[src/rbp_pkg.sv]
`timescale 1ns / 1ps
// Shared constants, types and elaboration-time tables for the ramp Blinn-Phong shader.
// Used by every file of the block; depends on nothing.
package rbp_pkg;

    // configuration port
    localparam int CFG_W = 16;
    localparam int IDX_W = 3;
    localparam logic [IDX_W-1:0] REG_AMB_RED   = 3'd0;
    localparam logic [IDX_W-1:0] REG_AMB_GREEN = 3'd1;
    localparam logic [IDX_W-1:0] REG_AMB_BLUE  = 3'd2;
    localparam logic [IDX_W-1:0] REG_SPEC_RED  = 3'd3;
    localparam logic [IDX_W-1:0] REG_SPEC_GRN  = 3'd4;
    localparam logic [IDX_W-1:0] REG_SPEC_BLUE = 3'd5;
    localparam logic [IDX_W-1:0] REG_SHININESS = 3'd6;
    localparam logic [CFG_W-1:0] SHIN_RESET    = 16'd256;

    // datapath widths
    localparam int HH_W      = 34;          // |h|^2
    localparam int DH_W      = 35;          // h.n, signed
    localparam int DN_W      = 34;          // wIn.n, signed
    localparam int SQ_W      = 17;          // floor(sqrt(|h|^2))
    localparam int SQ_STEPS  = HH_W / 2;
    localparam int REM_W     = SQ_W + 1;
    localparam int NUM_W     = 34;
    localparam int C_W       = 15;          // cosine, Q.14, 0..1.0
    localparam int DIV_STEPS = C_W;
    localparam logic [C_W-1:0] ONE_Q14 = 15'd16384;
    localparam int M_W       = 16;          // log2 mantissa, Q1.15
    localparam int LOG_STEPS = 16;
    localparam int NEG_W     = 20;          // -log2(c), Q4.16
    localparam int IP_W      = 12;
    localparam int F_W       = 16;
    localparam int EXP_STEPS = F_W;
    localparam int R_W       = 31;          // exp2 product, Q.30
    localparam int W_W       = 17;          // power, Q.16, up to 1.0
    localparam int RAMP_W    = 13;
    localparam int DIFF_W    = 18;

    // accept edge to strobe, in cycles
    localparam int LATENCY = 4 + SQ_STEPS + 1 + DIV_STEPS + 1
                           + 1 + LOG_STEPS + 1 + EXP_STEPS + 1 + 2;

    typedef logic signed [DIFF_W-1:0] diff_t;

    typedef struct packed {
        logic signed [DIFF_W-1:0] red;
        logic signed [DIFF_W-1:0] green;
        logic signed [DIFF_W-1:0] blue;
    } tag_t;

    // ramp points: gray, dark gray, red, orange, yellow
    localparam logic [RAMP_W-1:0] RAMP_PTS [5][3] = '{
        '{13'd1638, 13'd1638, 13'd1638},
        '{13'd819,  13'd819,  13'd819 },
        '{13'd4096, 13'd0,    13'd0   },
        '{13'd4096, 13'd2458, 13'd0   },
        '{13'd6963, 13'd5325, 13'd4096}
    };

    typedef logic [R_W-1:0] fac_tab_t [0:EXP_STEPS];

    function automatic logic [63:0] isqrt_c(input logic [63:0] v);
        logic [63:0] x;
        logic [63:0] r;
        logic [63:0] b;
        x = v;
        r = '0;
        b = 64'h4000_0000_0000_0000;
        for (int i = 0; i < 32; i++)
        begin
            if (x >= r + b)
            begin
                x = x - (r + b);
                r = (r >> 1) + b;
            end
            else
            begin
                r = r >> 1;
            end
            b = b >> 2;
        end
        return r;
    endfunction

    // 2^(-2^-k) in Q.30, by repeated square roots starting from 0.5
    function automatic fac_tab_t make_exp_fac();
        fac_tab_t t;
        logic [63:0] v;
        t[0] = 31'h2000_0000;
        for (int k = 1; k <= EXP_STEPS; k++)
        begin
            v = 64'(t[k-1]) << 30;
            t[k] = R_W'(isqrt_c(v));
        end
        return t;
    endfunction

    localparam fac_tab_t EXP_FAC = make_exp_fac();

endpackage

[src/rbp_rootdiv.sv]
`timescale 1ns / 1ps
// Cosine unit: pipelined square root of |h|^2, then h.n / |h| clamped to [0, 1.0].
// Depends on rbp_pkg.
module rbp_rootdiv (
    input  logic                       clk,
    input  logic                       rst_n,
    input  logic                       in_vld,
    input  logic [rbp_pkg::HH_W-1:0]   in_hh,
    input  logic signed [rbp_pkg::DH_W-1:0] in_dh,
    input  rbp_pkg::tag_t              in_tag,
    output logic                       out_vld,
    output logic [rbp_pkg::C_W-1:0]    out_c,
    output rbp_pkg::tag_t              out_tag
);
    import rbp_pkg::*;

    logic                   sq_vld_reg  [SQ_STEPS];
    logic [HH_W-1:0]        sq_v_reg    [SQ_STEPS];
    logic [REM_W-1:0]       sq_rem_reg  [SQ_STEPS];
    logic [SQ_W-1:0]        sq_root_reg [SQ_STEPS];
    logic signed [DH_W-1:0] sq_dh_reg   [SQ_STEPS];
    tag_t                   sq_tag_reg  [SQ_STEPS];

    // one root bit per stage, two radicand bits shifted in
    for (genvar k = 0; k < SQ_STEPS; k++)
    begin : g_sq
        logic                   p_vld;
        logic [HH_W-1:0]        p_v;
        logic [REM_W-1:0]       p_rem;
        logic [SQ_W-1:0]        p_root;
        logic signed [DH_W-1:0] p_dh;
        tag_t                   p_tag;
        logic [REM_W+1:0]       rem_sh;
        logic [REM_W+1:0]       trial;
        logic [REM_W-1:0]       rem_next;
        logic [SQ_W-1:0]        root_next;

        if (k == 0)
        begin : g_first
            assign p_vld  = in_vld;
            assign p_v    = in_hh;
            assign p_rem  = '0;
            assign p_root = '0;
            assign p_dh   = in_dh;
            assign p_tag  = in_tag;
        end
        else
        begin : g_rest
            assign p_vld  = sq_vld_reg[k-1];
            assign p_v    = sq_v_reg[k-1];
            assign p_rem  = sq_rem_reg[k-1];
            assign p_root = sq_root_reg[k-1];
            assign p_dh   = sq_dh_reg[k-1];
            assign p_tag  = sq_tag_reg[k-1];
        end

        always_comb
        begin
            rem_sh = {p_rem, p_v[HH_W-1 -: 2]};
            trial  = {1'b0, p_root, 2'b01};
            if (rem_sh >= trial)
            begin
                rem_next  = REM_W'(rem_sh - trial);
                root_next = {p_root[SQ_W-2:0], 1'b1};
            end
            else
            begin
                rem_next  = rem_sh[REM_W-1:0];
                root_next = {p_root[SQ_W-2:0], 1'b0};
            end
        end

        always_ff @(posedge clk or negedge rst_n)
        begin
            if (!rst_n)
            begin
                sq_vld_reg[k] <= 1'b0;
            end
            else
            begin
                sq_vld_reg[k] <= p_vld;
            end
        end

        always_ff @(posedge clk)
        begin
            sq_v_reg[k]    <= {p_v[HH_W-3:0], 2'b00};
            sq_rem_reg[k]  <= rem_next;
            sq_root_reg[k] <= root_next;
            sq_dh_reg[k]   <= p_dh;
            sq_tag_reg[k]  <= p_tag;
        end
    end

    // divide setup: sign test and overflow test
    logic             dv0_vld_reg;
    logic             dv0_pos_reg;
    logic             dv0_ovf_reg;
    logic [NUM_W-1:0] dv0_num_reg;
    logic [SQ_W-1:0]  dv0_den_reg;
    tag_t             dv0_tag_reg;
    logic [SQ_W-1:0]        s_last;
    logic signed [DH_W-1:0] dh_last;

    assign s_last  = sq_root_reg[SQ_STEPS-1];
    assign dh_last = sq_dh_reg[SQ_STEPS-1];

    always_ff @(posedge clk or negedge rst_n)
    begin
        if (!rst_n)
        begin
            dv0_vld_reg <= 1'b0;
        end
        else
        begin
            dv0_vld_reg <= sq_vld_reg[SQ_STEPS-1];
        end
    end

    always_ff @(posedge clk)
    begin
        dv0_pos_reg <= !dh_last[DH_W-1] && (dh_last != '0) && (s_last != '0);
        dv0_ovf_reg <= dh_last[NUM_W-1:0] >= NUM_W'({s_last, {C_W{1'b0}}});
        dv0_num_reg <= dh_last[NUM_W-1:0];
        dv0_den_reg <= s_last;
        dv0_tag_reg <= sq_tag_reg[SQ_STEPS-1];
    end

    logic             dv_vld_reg [DIV_STEPS];
    logic             dv_pos_reg [DIV_STEPS];
    logic             dv_ovf_reg [DIV_STEPS];
    logic [NUM_W-1:0] dv_num_reg [DIV_STEPS];
    logic [SQ_W-1:0]  dv_den_reg [DIV_STEPS];
    logic [C_W-1:0]   dv_q_reg   [DIV_STEPS];
    tag_t             dv_tag_reg [DIV_STEPS];

    // restoring division, quotient bit C_W-1-k at stage k
    for (genvar k = 0; k < DIV_STEPS; k++)
    begin : g_div
        localparam int QB = C_W - 1 - k;
        logic             p_vld;
        logic             p_pos;
        logic             p_ovf;
        logic [NUM_W-1:0] p_num;
        logic [SQ_W-1:0]  p_den;
        logic [C_W-1:0]   p_q;
        tag_t             p_tag;
        logic [NUM_W-1:0] shifted;
        logic [NUM_W-1:0] num_next;
        logic [C_W-1:0]   q_next;

        if (k == 0)
        begin : g_first
            assign p_vld = dv0_vld_reg;
            assign p_pos = dv0_pos_reg;
            assign p_ovf = dv0_ovf_reg;
            assign p_num = dv0_num_reg;
            assign p_den = dv0_den_reg;
            assign p_q   = '0;
            assign p_tag = dv0_tag_reg;
        end
        else
        begin : g_rest
            assign p_vld = dv_vld_reg[k-1];
            assign p_pos = dv_pos_reg[k-1];
            assign p_ovf = dv_ovf_reg[k-1];
            assign p_num = dv_num_reg[k-1];
            assign p_den = dv_den_reg[k-1];
            assign p_q   = dv_q_reg[k-1];
            assign p_tag = dv_tag_reg[k-1];
        end

        always_comb
        begin
            shifted = NUM_W'(p_den) << QB;
            num_next = p_num;
            q_next   = p_q;
            if (p_num >= shifted)
            begin
                num_next  = p_num - shifted;
                q_next[QB] = 1'b1;
            end
        end

        always_ff @(posedge clk or negedge rst_n)
        begin
            if (!rst_n)
            begin
                dv_vld_reg[k] <= 1'b0;
            end
            else
            begin
                dv_vld_reg[k] <= p_vld;
            end
        end

        always_ff @(posedge clk)
        begin
            dv_pos_reg[k] <= p_pos;
            dv_ovf_reg[k] <= p_ovf;
            dv_num_reg[k] <= num_next;
            dv_den_reg[k] <= p_den;
            dv_q_reg[k]   <= q_next;
            dv_tag_reg[k] <= p_tag;
        end
    end

    // clamp: nonpositive cosine to zero, above one to one
    logic           c_vld_reg;
    logic [C_W-1:0] c_reg;
    logic [C_W-1:0] c_next;
    tag_t           c_tag_reg;

    always_comb
    begin
        priority if (!dv_pos_reg[DIV_STEPS-1])
        begin
            c_next = '0;
        end
        else if (dv_ovf_reg[DIV_STEPS-1] || (dv_q_reg[DIV_STEPS-1] > ONE_Q14))
        begin
            c_next = ONE_Q14;
        end
        else
        begin
            c_next = dv_q_reg[DIV_STEPS-1];
        end
    end

    always_ff @(posedge clk or negedge rst_n)
    begin
        if (!rst_n)
        begin
            c_vld_reg <= 1'b0;
        end
        else
        begin
            c_vld_reg <= dv_vld_reg[DIV_STEPS-1];
        end
    end

    always_ff @(posedge clk)
    begin
        c_reg     <= c_next;
        c_tag_reg <= dv_tag_reg[DIV_STEPS-1];
    end

    assign out_vld = c_vld_reg;
    assign out_c   = c_reg;
    assign out_tag = c_tag_reg;

endmodule

[config.mk]
export PLATFORM = sky130hd
export DESIGN_NAME = rbp_rootdiv
export DESIGN_NICKNAME = d
export VERILOG_FILES = /design/src/rbp_pkg.sv /design/src/rbp_rootdiv.sv
export SDC_FILE = /design/constraint.sdc
export NUM_CORES = 2
export LEC_CHECK = 0
export CORE_MARGIN = 1.5
export CORE_UTILIZATION = 65
export CTS_CLUSTER_SIZE = 25
export DETAILED_ROUTE_END_ITERATION = 10
export DONT_BUFFER_PORTS = 1
export PLACE_DENSITY_LB_ADDON = 0.05
export SLEW_MARGIN = 20
export SYNTH_ARGS = -nofsm -noshare
export SYNTH_HDL_FRONTEND = slang
export SYNTH_MEMORY_MAX_BITS = 65536
export SYNTH_SLANG_ARGS = --single-unit
[constraint.sdc]
create_clock -name clk -period 4.36 [get_ports clk]
set_input_delay 0.654 -clock clk [delete_from_list [all_inputs] [get_ports clk]]
set_output_delay 0.654 -clock clk [all_outputs]
set_load 0.01 [all_outputs]
==> impl_metrics.csv <==
group,metric,value,unit
worst_setup_path,worst_setup_path_start_kind,"flip-flop",
drt,drt_wl_total,234000,um
cts,cts_root_buf,"clkbuf_16",
worst_setup_path,crit_path_frequent_cell,"nand3_1",
floorplan,dieArea,0.175,mm2
drt,viasPerCell,5.28,
sta,worstMarginPinSlew,1.11,ns
layout,largest_reg_flops,918,
logic_synthesis,syn_area,0.112,mm2
global_routing,grt_pass1_wl,361000,um
logic_synthesis,synth_top_family_by_area,"simple AND/OR/NAND/NOR gates",
global_routing,grt_pass1_vias,65500,
logic_synthesis,muxShareOfSynthArea,0.928,%
logic_synthesis,synth_nets,9325,
floorplan,start_util,65.4,%
floorplan,die-height,418,um
cts,clk_latency,0.98,ns
flow_run,maxCapViolations,0,
drt,wl_per_cell,19.9,um
logic_synthesis,syn_avg_cell_area,12.8,um2
drt,drc,0,
cts,cts_resized,0,
worst_setup_path,cp_data_arrival_time,4.63,ns
worst_setup_path,cp_top_family,"compound AO/OA/AOI/OAI gates",
layout,final_area,0.129,mm2
sta,setup_viol,0,
floorplan,num_io_pins,196,
sta,period_minus_slack,3.82,ns
placed_design,pre_cts_ws,0.843,ns
power_and_ir_drop,vdd_drop_max,0.000817,V
worst_setup_path,crit_path_max_fanout,15,
worst_setup_path,worstPathCellList,"ha_1, inv_1, fa_1, nand3_1, a21oi_1, o31ai_1, a21o_1, nand3_1, a211oi_4, buf_4, nand2_1, o21ai_0",
sta,max_slew_margin,26.1,%
worst_setup_path,slowest_stage,"a211oi_4",
cts,clk_path_buf_depth,4,
sta,setup_ws,0.543,ns
layout,seqCellArea,0.0820,mm2
cts,h-tree-depth,5,
floorplan,core-area,0.172,mm2
worst_hold_path,hold_class,"input pin to async pin",
sta,fin_crit_sh,87.6,%
global_routing,track_usage,26.7,%
worst_setup_path,endpoint_kind,"flip-flop",
logic_synthesis,postSynth.asyncResetShare,0.831,%
logic_synthesis,synth_xor_area_share,3.83,%
logic_synthesis,synth_top_flop_cell,"dfxtp_1",
worst_setup_path,critPathBufInv,2,
drt,antenna_left,0,
sta,setup_tns,0,ns
run_status,status,"finished, final reports clean",
power_and_ir_drop,power_density,701,mW/mm2
layout,num-fill-cells,10200,
global_routing,grt_antenna_before_repair,16,
sta,rsz0062_at_grt,"no",
cts,numCtsBuffers,376,
sta,drv_slew,0,
logic_synthesis,synthCells,8742,
logic_synthesis,synth-simple-area-share,7.33,%
power_and_ir_drop,fin_total_pwr,90400,uW
cts,cts_tree,"yes",
logic_synthesis,synth_edf_count,0,
drt,vias,62200,
worst_setup_path,criticalPathCategory,"flip-flop to flip-flop",
placed_design,io_buffers,0,
global_routing,grt_max_degree,37,
logic_synthesis,yosys_warnings,0,
placed_design,place_area,0.115,mm2
placed_design,post-dp-hpwl,138000,um
drt,drt_first_pass_iters,6,
sta,fin_worst_skew,0.0592,ns
logic_synthesis,yosys.area_share.adder,5.19,%
power_and_ir_drop,leakage,0.0581,uW
logic_synthesis,yosysSeqAreaShare,73.1,%
floorplan,rows,152,
sta,hold_viol_final,0,
layout,final_layout_size_suffix_gt1_share,8.46,%
drt,drt_iter0_markers,4046,
logic_synthesis,ys_seq_elements,4090,
floorplan,die_w,418,um
placed_design,place.gp.congestion,0.942,
layout,multiInputGateArea,0.0277,mm2
layout,fin_nets,9761,
logic_synthesis,synth_compound_area_share,7.33,%
worst_setup_path,cp.required,5.18,ns
worst_setup_path,crit_path_max_incr_delay,0.65,ns
cts,clock_sinks,4090,
global_routing,grt.overflow.total,0,
sta,max_freq,0.262,GHz
cts,path_clk_slew,0.07,ns
layout,syn2layout_area_growth,14.9,%
logic_synthesis,synth_cell_types,89,
-- cell families after synthesis --
family	count (synthesis)
adder cells (fa/ha/maj)	457
XOR/XNOR	491
multiplexers	94
AND/OR/NAND/NOR	1631
AO/OA/AOI/OAI	1306
flip-flops	4090
buffers and inverters	672
other	1
-- cells in the final DEF, fill, tap and decap left out, types with 54 or more instances in the layout --
master         instances
a21o_1               123
nor2_1               424
mux2_2                76
nand2_1              348
dlygate4sd3_1        126
xnor2_1              262
dfxtp_1             4056
clkbuf_16            380
ha_1                 443
or3_1                 60
nor2b_1               71
a21oi_1              394
xor2_1               229
o21a_1                82
nor4_1               111
nand4_1               71
nor3_1               147
clkbuf_8              79
o21ai_0              334
nand3_1              103
clkbuf_1              54
nand2b_1              78
inv_1                562
clkinv_2              70
-- timing repair --
| action | in CTS | in global routing |
|---|---|---|
| endpoints found under the hold margin | 159 | 0 |
| setup endpoints to repair | 0 | 0 |
| buffers inserted | 0 | 0 |
| hold buffers | 127 | 0 |
-- final timing paths --
check / start / end / slack [ns] / cells past startpoint
worst max-delay path: dv_den_reg[1][51] / dv_num_reg[1][138] / 0.54 / 12
worst min-delay path: rst_n / g_sq[16].p_vld / 0.15 / 2
worst max register to register: dv_den_reg[1][51] / dv_num_reg[1][138] / 0.54 / 12
worst min register to register: sq_tag_reg[10][24] / sq_tag_reg[11][24] / 0.28 / 0
max in group asynchronous: rst_n / g_div[13].p_vld / 4.00 / 2
min in group clk: in_tag[43] / sq_tag_reg[0][43] / 0.24 / 1
-- routing by layer --
| metal | share of wire [%] | global-route usage, % | vias up |
|---|---|---|---|
| met5 | 0.031 | 0 | - |
| met1 | 38 | 28.1 | 29300 |
| met2 | 52 | 49.7 | 1900 |
| met4 | 5.6 | 14.2 | 10 |
| li1 | - | - | 30200 |
| met3 | 4.7 | 5.36 | 828 |
-- cells in the mapped netlist, types with 32 or more instances --
master	count	area share [%]
nor3_1	148	0.66
nand4b_1	32	0.25
nand2b_1	78	0.43
or3_1	60	0.33
dfxtp_1	4056	72
mux2_2	76	0.76
xor2_1	229	1.8
o31ai_1	44	0.29
o21a_1	82	0.55
inv_1	562	1.9
a21oi_1	395	1.8
nor2_1	425	1.4
dfrtp_1	34	0.76
nand2_1	348	1.2
o21ai_0	335	1.5
a21o_1	123	0.82
ha_1	443	4.9
nor4_1	112	0.62
or2_2	35	0.20
xnor2_1	262	2.0
a211oi_1	46	0.31
nand4_1	71	0.40
nand3_1	103	0.46
nor2b_1	71	0.40
clkbuf_1	90	0.30
-- area by class of cell --
cell class,count,area share (%)
sequential,4090,63.6
clock inverter,151,1.41
tap,2310,2.24
clock buffer,513,8.38
multi-input combinational,3980,21.5
inverter,567,1.65
timing repair buffer,163,1.20
antenna,6,0.0116
-- power breakdown --
part	leakage [uW]	internal, uW	switching [uW]
Clock	0.00621	19400	14000
Combinational	0.0174	5270	6670
Sequential	0.0345	41900	3140
Total	0.0581	66600	23800
-- through the flow --
stage	instances	util [%]	hold WS (ns)
global placement	11000	67.0	0.309
floorplan	8742	-	0.310
global route	11800	75.2	0.137
CTS	11800	75.1	0.0977
detailed placement	11000	67.0	0.312
finish	11800	75.2	0.152
Power figures use the tool's default switching activity.
